==> config.mk <==
export PLATFORM = sky130hd
export DESIGN_NAME = sxc_frame_eval
export DESIGN_NICKNAME = d
export VERILOG_FILES = /design/src/rtl/sxc_pkg.sv /design/src/rtl/sxc_frame_eval.sv
export SDC_FILE = /design/constraint.sdc
export NUM_CORES = 1
export LEC_CHECK = 0
export BUFFER_PORTS_ARGS = -buffer_cell sky130_fd_sc_hd__buf_4
export CAP_MARGIN = 25
export CORE_UTILIZATION = 30
export CTS_BUF_LIST = sky130_fd_sc_hd__clkbuf_16
export CTS_CLUSTER_SIZE = 28
export DETAILED_ROUTE_END_ITERATION = 6
export GPL_TIMING_DRIVEN = 0
export PLACE_DENSITY = 0.46
export SLEW_MARGIN = 30
export SYNTH_ARGS = -nofsm -noshare
export SYNTH_HDL_FRONTEND = slang
export SYNTH_SLANG_ARGS = --single-unit
==> constraint.sdc <==
create_clock -name clk -period 4.4 [get_ports clk]
set_input_delay 0.88 -clock clk [delete_from_list [all_inputs] [get_ports clk]]
set_output_delay 0.88 -clock clk [all_outputs]
set_load 0.1 [all_outputs]
==> src/rtl/sxc_pkg.sv <==
`default_nettype none
package sxc_pkg;

    localparam logic [7:0] SYX_START      = 8'hF0;
    localparam logic [7:0] SYX_END        = 8'hF7;
    localparam logic [6:0] SUM_MASK       = 7'h7F;
    localparam logic [7:0] MULTI_RESPONSE = 8'h64;

    // Byte positions within a message; the position count saturates at MIN_LEN.
    localparam logic [3:0] POS_START    = 4'd0;
    localparam logic [3:0] POS_ID_FIRST = 4'd1;
    localparam logic [3:0] POS_ID_LAST  = 4'd3;
    localparam logic [3:0] POS_MODEL    = 4'd4;
    localparam logic [3:0] POS_COMMAND  = 4'd5;
    localparam logic [3:0] POS_RESPONSE = 4'd6;
    localparam logic [3:0] MIN_LEN      = 4'd8;

    // Configuration register indexes.
    localparam int unsigned CFG_IDX_W = 2;
    localparam int unsigned CFG_DATA_W = 32;
    localparam logic [CFG_IDX_W-1:0] REG_MANUFACTURER_ID = 2'd0;
    localparam logic [CFG_IDX_W-1:0] REG_MODEL_MASK      = 2'd1;
    localparam logic [CFG_IDX_W-1:0] REG_AWAITED_COMMAND = 2'd2;

    localparam logic [23:0] MANUFACTURER_ID_RESET = 24'h000174;
    localparam logic [31:0] MODEL_MASK_RESET      = 32'h000105FF;
    localparam logic [7:0]  AWAITED_COMMAND_RESET = 8'h7E;

    typedef enum logic [2:0] {
        ST_OK       = 3'd0,
        ST_SHORT    = 3'd1,
        ST_FRAMING  = 3'd2,
        ST_MANUF    = 3'd3,
        ST_MODEL    = 3'd4,
        ST_CHECKSUM = 3'd5
    } sxc_status_t;

    typedef struct packed {
        logic [23:0] manufacturer_id;
        logic [31:0] model_mask;
        logic [7:0]  awaited_command;
    } sxc_cfg_t;

    typedef struct packed {
        sxc_status_t status;
        logic [7:0]  model_byte;
        logic [7:0]  command_byte;
        logic [7:0]  response_byte;
        logic        is_ack;
    } sxc_result_t;

endpackage
`default_nettype wire

==> src/rtl/sxc_frame_eval.sv <==
`default_nettype none
module sxc_frame_eval (
    input  wire logic                clk,
    input  wire logic                rst_n,
    input  wire logic                step,
    input  wire logic [7:0]          byte_in,
    input  wire logic                final_in,
    input  wire sxc_pkg::sxc_cfg_t   cfg,
    output sxc_pkg::sxc_result_t     result
);
    import sxc_pkg::*;

    logic [3:0]  position_reg, position_next;
    logic        start_seen_reg, start_seen_next;
    logic [23:0] id_bytes_reg, id_bytes_next;
    logic [7:0]  model_reg, model_next;
    logic [7:0]  command_reg, command_next;
    logic [7:0]  response_reg, response_next;
    logic [7:0]  xor_reg, xor_next;
    logic [7:0]  prev_reg, prev_next;

    logic        model_ok;
    sxc_status_t status;

    // Capture the current byte into its field before judging the message.
    always_comb
    begin
        start_seen_next = start_seen_reg;
        id_bytes_next   = id_bytes_reg;
        model_next      = model_reg;
        command_next    = command_reg;
        response_next   = response_reg;
        case (position_reg) inside
            POS_START:                  start_seen_next = (byte_in == SYX_START);
            [POS_ID_FIRST:POS_ID_LAST]: id_bytes_next   = {id_bytes_reg[15:0], byte_in};
            POS_MODEL:                  model_next      = byte_in;
            POS_COMMAND:                command_next    = byte_in;
            POS_RESPONSE:               response_next   = byte_in;
            default:                    ;
        endcase
    end

    always_comb
    begin
        model_ok = (model_next[7:5] == 3'd0) && cfg.model_mask[model_next[4:0]];
        if (position_reg < (MIN_LEN - 4'd1))
            status = ST_SHORT;
        else if (!start_seen_next || byte_in != SYX_END)
            status = ST_FRAMING;
        else if (id_bytes_next != cfg.manufacturer_id)
            status = ST_MANUF;
        else if (!model_ok)
            status = ST_MODEL;
        else if ({1'b0, xor_reg[6:0] & SUM_MASK} != prev_reg)
            status = ST_CHECKSUM;
        else
            status = ST_OK;

        result.status        = status;
        result.model_byte    = model_next;
        result.command_byte  = command_next;
        result.response_byte = response_next;
        result.is_ack        = (command_next == MULTI_RESPONSE)
                               && (response_next == cfg.awaited_command);
    end

    // Advance the running checksum one byte behind the stream.
    always_comb
    begin
        xor_next      = (position_reg != POS_START) ? (xor_reg ^ prev_reg) : xor_reg;
        prev_next     = byte_in;
        position_next = (position_reg < MIN_LEN) ? position_reg + 4'd1 : position_reg;
    end

    always_ff @(posedge clk or negedge rst_n)
    begin
        if (!rst_n)
        begin
            position_reg   <= '0;
            start_seen_reg <= 1'b0;
            id_bytes_reg   <= '0;
            model_reg      <= '0;
            command_reg    <= '0;
            response_reg   <= '0;
            xor_reg        <= '0;
            prev_reg       <= '0;
        end
        else if (step)
        begin
            if (final_in)
            begin
                position_reg   <= '0;
                start_seen_reg <= 1'b0;
                id_bytes_reg   <= '0;
                model_reg      <= '0;
                command_reg    <= '0;
                response_reg   <= '0;
                xor_reg        <= '0;
                prev_reg       <= '0;
            end
            else
            begin
                position_reg   <= position_next;
                start_seen_reg <= start_seen_next;
                id_bytes_reg   <= id_bytes_next;
                model_reg      <= model_next;
                command_reg    <= command_next;
                response_reg   <= response_next;
                xor_reg        <= xor_next;
                prev_reg       <= prev_next;
            end
        end
    end

endmodule
`default_nettype wire

* Yosys cells after proc, flatten, opt, wreduce, memory -nomap -nowiden
Index checks and enable logic that the tools add are counted.
** Storage, ports and cells
- Bits in registers :: 69
- Output and inout bits :: 28
- Logic and storage cells :: 68
** Operators by class
- $add $sub $neg :: 1
- $lt $le $gt $ge :: 5
- Eq/ne operators :: 9
- Mux-type cells :: 32
- Bitwise operators :: 1
- Reduce and logical (&&, ||, !) cells :: 12
** Operators by type and width (count)
- $mux 8 :: 18
- $mux 24 :: 3
- $ne 24x24->1 :: 1
- $mux 3 :: 5
- $eq 4x3->1 const B :: 3
- $eq 8x7->1 const B :: 1
- $eq 8x8->1 :: 1
- $eq 8x8->1 const B :: 1
- $mux 4 :: 2
- $ne 7x8->1 :: 1
- $ne 8x8->1 const B :: 1
- $xor 8x8->8 :: 1
- $lt 5x6->1 const B :: 1
- $bmux 1 s5 :: 1
- $add 4x1->4 const B :: 1
- $ge 4x1->1 const B :: 1
- $le 4x2->1 const B :: 1
- $logic_not 4->1 :: 1
- $lt 4x3->1 const B :: 1
- $lt 4x4->1 const B :: 1
- $reduce_and 2->1 :: 2
- $reduce_bool 2->1 :: 2
- $reduce_bool 4->1 :: 1
- $logic_and 1x1->1 :: 3
- 4 further kinds :: 6

* Logic depth before layout (Yosys ltp)
Gate-level depths: netlist of run 1.
- Depth in word-level cells :: 11
- Gate-level depth with buffers :: 11
- Gate-level depth less buffers :: 10

* Least setup slack after synthesis of run 1
Ideal clock, no wire load.
- Kind :: reg2out
- Start :: register position_reg[0]
- End :: output result[0] (netlist bit)
- Arrival time :: 6010 ps
- Required time :: 3520 ps
- Path slack :: -2490 ps
- Stages on the path, launching flop included :: 10
- Cells stage by stage :: dfrtp_1 > inv_1 > ha_1 > nor2_1 > and3_2 > clkbuf_1 > clkbuf_1 > o21ai_0 > nand4_1 > nor3_1
** RTL lines
- start: declaration :: line sxc_frame_eval.sv:13 : logic [3:0] position_reg, position_next;
- start signal: assignment :: line sxc_frame_eval.sv:103 : position_reg <= position_next;
- end: declaration :: line sxc_frame_eval.sv:9 : output sxc_pkg::sxc_result_t result

==> flow_metrics.tcl, run 1 <==
set metrics [dict create \
    synth.yosys.seq_area_share_pct 38.2 \
    avgRoutedWirePerCell_um 17.5 \
    worst_path_largest_cell_delay_ps 400 \
    layout_commonest_cell "sky130_fd_sc_hd__buf_4" \
    report.power.total_mw 1.90 \
    share_of_final_layout_standard_cells_stronger_than_drive_strength_1_pct 23.7 \
    netlist.top_cell.by_area "sky130_fd_sc_hd__dfrtp_1" \
    placed_cells 777 \
    io-pin-count 104 \
    worst_skew_pair.late_latency_ps 340 \
    worst_ep_required_time_ps 3520 \
    clkSlewWorstSetupHoldPaths_ps 60 \
    fmax_mhz 233 \
    powerDensity_nw_per_um2 327 \
    path_common_cell "sky130_fd_sc_hd__or3_1" \
    worst-r2r-cell-count 9 \
    crit-reg2reg-launch "position_reg[0]" \
    startpoint "position_reg[1]" \
    tritoncts "yes" \
    avgSynthCellArea_um2 9.03 \
    most_common_flop_cell_mapped_by_yosys "sky130_fd_sc_hd__dfrtp_1" \
    critPathArrivalTime_ps 3400 \
    synth_largest_type_area_fraction_pct 38.2 \
    most-common-layout-cells "sky130_fd_sc_hd__buf_4, sky130_fd_sc_hd__dfrtp_1, sky130_fd_sc_hd__inv_1" \
    layout_worst_path_cycle_share_pct 97.4 \
    port_buffer_cells 100 \
    routed_via_density 5.07 \
    drt_first_iter_violations 325 \
    synth_warnings 0 \
    clkPwrFrac_pct 37.1 \
    placement_rows 44 \
    grt_antenna_before_repair 0 \
    cp_top_family "simple AND/OR/NAND/NOR gates" \
    critical_path.n_buffers_inverters 4 \
    tightest_slew_ps 855 \
    crit_chain "inv_2 > ha_4 > or3_1 > buf_6 > buf_8 > o31ai_4 > a21oi_1 > nor4_2 > nand4_1 > or3_1 > o32a_1 > buf_4" \
    post-route-drc-count 0 \
    start_util_pct 30.7 \
    result_of_the_run "finished, final reports clean" \
    fin_ws_ps 115 \
    netSwitchingFraction_pct 31.9 \
    final.min_clock_period_ps 4280 \
    mappedNetlistArea_um2 4450 \
    ctsLongestPathBuffers 2 \
    wire_length_of_the_first_global_routing_pass_um 21400 \
    tritoncts_num_sinks 68 \
    crit_cells 12 \
    syn_to_final_growth_pct 30.9 \
    layout.core_utilization_pct 40.2 \
    reported_net_switching_power_uw 607 \
    die_area_um2 15300 \
    worstReg2RegEnd "xor_reg[5]" \
    cts_root_buf "sky130_fd_sc_hd__clkbuf_16" \
    grt_use_total_pct 18.8 \
    number_of_storage_elements_in_the_synthesis_netlist 68 \
    finalSetupViolations 0 \
    timing.final.hold_violations 0 \
    static-leakage-power_nw 2.86 \
    irDropWorstVdd_mv 0.182 \
    r2r_slack_ps 1910 \
    drv.max_cap_violation_count 0 \
    internal_power_mw 1.30 \
    worstPathMaxFanout 10 \
    place.detailed.hpwl_um 10100 \
    number_of_distinct_library_cells_after_synthesis 56 \
    setup-tns-final_ps 0 \
    pre_cts_slack_ps 87.4 \
    crit_slowest_cell "sky130_fd_sc_hd__dfrtp_1" \
    drt_first_pass_iters 5 \
    globalRouteOverflowTotal 0 \
    crit_end_element "primary output" \
    seq_power_share_pct 37.3 \
    synth_enable_flop_cells 0 \
    finalMaxSlewViolations 0 \
    core-area_um2 14500 \
    route.vias.total 4033 \
    gp_congestion 0.810 \
    endpoint "result[25]" \
    synth_nets 573 \
    hp-class "register to register" \
    timing.slew.headroom_pct 42.4 \
    synth_cells 493 \
    timing.setup.critical_path_class "register to primary output" \
    diodes 0 \
    holdBufCountCts 0 \
    final_net_count 687 \
    setup.worst_path.start_class "register" \
    skew_ps 6.97 \
    combPwrFrac_pct 25.6 \
    inserted_clock_buffers 9 \
    asyncSetResetFlopFracSynth_pct 100 \
    largest_register_ffs 24 \
    routed_wirelength_um 14000 \
    grt_max_degree 69 \
    die_height_um 124 \
    ys_top_cells_by_area "sky130_fd_sc_hd__dfrtp_1, sky130_fd_sc_hd__mux2i_1, sky130_fd_sc_hd__inv_1, sky130_fd_sc_hd__a22o_1, sky130_fd_sc_hd__o22ai_1" \
    ant_nets 0 \
    stdcell_count 796 \
    first_global_vias 3984 \
    rsz0062_at_grt "false" \
    htree_num_levels 3 \
    die_width_um 124 \
]
[per-stage QoR]
step	cell area [um^2]	hold slack (ps)
2_1_floorplan	4470	449
3_3_place_gp	5450	472
3_5_place_dp	5450	471
4_1_cts	5750	484
5_1_grt	5830	518
6_report	5830	481
[how the worst min path moves through the flow]
stage                              start             end  cells after the start
after global placement    start_seen_reg  start_seen_reg                      2
after detailed placement  start_seen_reg  start_seen_reg                      2
final                     start_seen_reg  start_seen_reg                      2
after global routing          xor_reg[4]      xor_reg[4]                      1
after CTS                 start_seen_reg  start_seen_reg                      2
after floorplan           start_seen_reg  start_seen_reg                      2
[tightest hold or removal path, delay by kind of cell (launching register included)]
kind	cells	cell delay [ps]
flip-flops	1	340
AO/OA/AOI/OAI	1	60
AND/OR/NAND/NOR	1	40
[routing by layer]
layer  up-vias  GRT usage, %  part of all wire [%]
met5         -             0                     0
met4         0          6.10                   1.4
met3        14          2.84                   4.9
met2       120          30.2                    46
met1      1932          25.9                    48
li1       1967             -                     -
[repair_timing]
item	4_1_cts	5_1_grt
pin swaps	1	4
resized for setup	3	10
buffers inserted	1	2
endpoints found under the setup margin	2	2
cloned	0	0
[synthesized netlist by cell type, types with 7 or more instances]
cell,count
sky130_fd_sc_hd__nand3b_1,8
sky130_fd_sc_hd__nand2b_1,15
sky130_fd_sc_hd__o31ai_1,9
sky130_fd_sc_hd__a21oi_1,10
sky130_fd_sc_hd__nor2_1,21
sky130_fd_sc_hd__inv_1,69
sky130_fd_sc_hd__nand4_1,9
sky130_fd_sc_hd__clkbuf_1,23
sky130_fd_sc_hd__dfrtp_1,68
sky130_fd_sc_hd__xor2_1,20
sky130_fd_sc_hd__o21ai_0,29
sky130_fd_sc_hd__mux2i_1,41
sky130_fd_sc_hd__nor4_1,7
sky130_fd_sc_hd__a22o_1,24
sky130_fd_sc_hd__xnor2_1,15
sky130_fd_sc_hd__o22ai_1,30
sky130_fd_sc_hd__nand2_1,30
[final cells by class]
class / count / area [um^2]
clock buffer: 9 / 225
clock inverter: 7 / 57.6
sequential: 68 / 1700
tap: 184 / 230
timing repair buffer: 103 / 790
multi-input combinational: 325 / 2400
buffer: 31 / 166
inverter: 69 / 259
fill: 1489 / 8650
[power by group through the flow]
stage,clock network [mW],registers (mW),logic [mW]
after global routing,0.746,0.714,0.529
after floorplan,0,0.706,0.308
after CTS,0.720,0.707,0.473
final,0.706,0.709,0.488
after detailed placement,0,0.719,0.469
after global placement,0,0.718,0.463
[kinds of logic (layout without fill, tap and decap cells)]
group                      count (synthesis)  count (layout)  share of synthesized area, %
AOI/OAI and AO/OA                        125             125                          19.9
xor gates and xnor gates                  35              35                          6.89
DFF                                       68              68                          38.2
and+or+nand+nor                          117             117                          14.2
muxes                                     44              44                          10.0
adders and majority gates                  4               4                          1.12
buffers and inverters                    100             219                          9.56
Power figures use the tool's default switching activity.
==> run 2: changes to the inputs <==
--- a/config.mk
+++ b/config.mk
@@ -13,6 +13,7 @@
 export DETAILED_ROUTE_END_ITERATION = 6
 export GPL_TIMING_DRIVEN = 0
 export PLACE_DENSITY = 0.46
+export SETUP_SLACK_MARGIN = 0.2
 export SLEW_MARGIN = 30
 export SYNTH_ARGS = -nofsm -noshare
 export SYNTH_HDL_FRONTEND = slang
==> run 2 against run 1 <==
Net effect:
- the run now ends with design-rule violations left
- power rose by 1.2%
- clock skew grew 3.4 ps
- critical path depth unchanged
- non-clock buffer count up 10
- via count increased by 1.1%
- wire length grew 0.40%
- maximum frequency grew 2.2%
- count of clock-buffer cells in the layout unchanged
- global-route usage rose by 0.47 points
- core utilization grew 0.62 points
- cell count grew 1.1%
- first-iteration DRC count down 44%
- critical endpoint is now result[27]
- largest power group unchanged
- highest routed layer unchanged
==> flow_metrics.tcl, run 2 (synthesized netlist as in run 1, its figures left out) <==
set metrics [dict create \
    setup-tns-final_ps 0 \
    netSwitchingFraction_pct 31.5 \
    placed_cells 777 \
    core-area_um2 14500 \
    powerDensity_nw_per_um2 326 \
    worstPathMaxFanout 4 \
    most-common-layout-cells "sky130_fd_sc_hd__buf_4, sky130_fd_sc_hd__inv_1, sky130_fd_sc_hd__dfrtp_1" \
    start_util_pct 30.7 \
    ff_latch_area_um2 1700 \
    clkPwrFrac_pct 36.2 \
    worst_skew_pair.late_latency_ps 350 \
    static-leakage-power_nw 2.93 \
    share_of_final_layout_standard_cells_stronger_than_drive_strength_1_pct 25.8 \
    avgRoutedWirePerCell_um 17.4 \
    drt_first_pass_iters 7 \
    crit-reg2reg-launch "position_reg[0]" \
    multi_input_area_um2 2390 \
    finalSetupViolations 0 \
    worst_ep_required_time_ps 3520 \
    final_design_area_no_fill_um2 5920 \
    die_area_um2 15300 \
    tritoncts "yes" \
    fmax_mhz 239 \
    wire_length_of_the_first_global_routing_pass_um 21800 \
    violations "design-rule violations" \
    port_buffer_cells 100 \
    place_area_um2 5460 \
    path_common_cell "sky130_fd_sc_hd__buf_6" \
    worstReg2RegEnd "id_bytes_reg[18]" \
    layout_commonest_cell "sky130_fd_sc_hd__buf_4" \
    result_of_the_run "finished, violations left" \
    stdcell_count 805 \
    clkSlewWorstSetupHoldPaths_ps 60 \
    startpoint "position_reg[0]" \
    route.vias.total 4076 \
    ctsLongestPathBuffers 2 \
    hold_slack_ps 493 \
    tightest_slew_ps 811 \
    htree_num_levels 3 \
    internal_power_mw 1.32 \
    gp_congestion 0.809 \
    tritoncts_num_sinks 68 \
    drt_first_iter_violations 182 \
    placement_rows 44 \
    pre_cts_slack_ps 122 \
    layout.core_utilization_pct 40.9 \
    diodes 0 \
    routed_via_density 5.06 \
    worst_hold_path.num_cells 1 \
    globalRouteOverflowTotal 0 \
    min_from "xor_reg[5]" \
    die_width_um 124 \
    crit_end_element "primary output" \
    grt_max_degree 69 \
    drv.max_cap_violation_count 0 \
    ant_nets 0 \
    critPathArrivalTime_ps 3310 \
    routed_wirelength_um 14000 \
    hp-class "register to register" \
    combPwrFrac_pct 27.1 \
    n_fill_cell 1475 \
    holdBufCountCts 0 \
    crit_chain "inv_2 > ha_4 > or3_4 > buf_6 > buf_6 > mux2i_1 > xnor2_1 > nor4_2 > nand4_1 > or4_4 > a31oi_4 > buf_12" \
    inserted_clock_buffers 9 \
    report.power.total_mw 1.93 \
    syn_to_final_growth_pct 32.9 \
    post-route-drc-count 1 \
    reported_net_switching_power_uw 606 \
    timing.final.hold_violations 0 \
    fin_ws_ps 208 \
    skew_ps 10.4 \
    timing.setup.critical_path_class "register to primary output" \
    largest_register_ffs 24 \
    final_net_count 697 \
    io-pin-count 104 \
    cts_root_buf "sky130_fd_sc_hd__clkbuf_16" \
    seq_power_share_pct 36.7 \
    rsz0062_at_grt "true" \
    layout_worst_path_cycle_share_pct 95.3 \
    setup.worst_path.start_class "register" \
    crit_slowest_cell "sky130_fd_sc_hd__or4_4" \
    grt_antenna_before_repair 0 \
    timing.slew.headroom_pct 45.4 \
    final.min_clock_period_ps 4190 \
    first_global_vias 4035 \
    endpoint "result[27]" \
    finalMaxSlewViolations 0 \
    irDropWorstVdd_mv 0.209 \
    die_height_um 124 \
    r2r_slack_ps 1850 \
    place.detailed.hpwl_um 10200 \
    worst-r2r-cell-count 9 \
    worst_path_largest_cell_delay_ps 560 \
    grt_use_total_pct 19.3 \
]
## run 2: cell count changes in the layout (fill, tap and decap cells not counted), moves of 3 or more
cell,previous run,this run
sky130_fd_sc_hd__buf_4,103,110
sky130_fd_sc_hd__clkbuf_1,23,19
sky130_fd_sc_hd__clkbuf_2,0,4
sky130_fd_sc_hd__clkinv_1,4,1
sky130_fd_sc_hd__inv_1,67,70
## run 2: how the worst min path moves through the flow
stage | endpoint | slack, ps
detailed placement | start_seen_reg | 480
CTS | start_seen_reg | 500
floorplan | start_seen_reg | 450
global placement | start_seen_reg | 460
finish | xor_reg[5] | 490
global route | xor_reg[5] | 510
## run 2: timing repair
action	4_1_cts	5_1_grt
setup buffers	13	0
resized for setup	14	6
pin swaps	9	1
hold endpoints to repair	0	0
setup endpoints to repair	2	3
## run 2: area by class of cell
| type | count | area share (%) |
|---|---|---|
| multi-input cells | 325 | 40.5 |
| flip-flops and latches | 68 | 28.8 |
| repair buffers | 113 | 15.0 |
| inverters | 69 | 4.38 |
| well taps | 184 | 3.89 |
| clock buffers | 9 | 3.81 |
| plain buffers | 31 | 2.90 |
| clock inverters | 6 | 0.846 |
## run 2: power groups by stage
stage | Clock [mW] | Sequential (mW) | Combinational, mW
6_report | 0.697 | 0.707 | 0.521
5_1_grt | 0.741 | 0.713 | 0.565
4_1_cts | 0.704 | 0.706 | 0.521
3_5_place_dp | 0 | 0.718 | 0.472
3_3_place_gp | 0 | 0.717 | 0.468
2_1_floorplan | 0 | 0.706 | 0.310
## run 2: critical path, delay by kind of cell (launching register included)
family	cells	cell delay, ps
mux	1	170
simple gates	4	1430
buf+inv	4	500
compound gates	1	180
flops	1	380
fa+ha+maj	1	170
xor+xnor	1	120
## run 2: metal layers
layer,track usage [%],vias up,wire length (um)
met5,0,-,0
met4,6.25,0,225
met3,3.85,15,683
met2,29.8,99,6400
met1,26.8,1974,6720
li1,-,1988,-
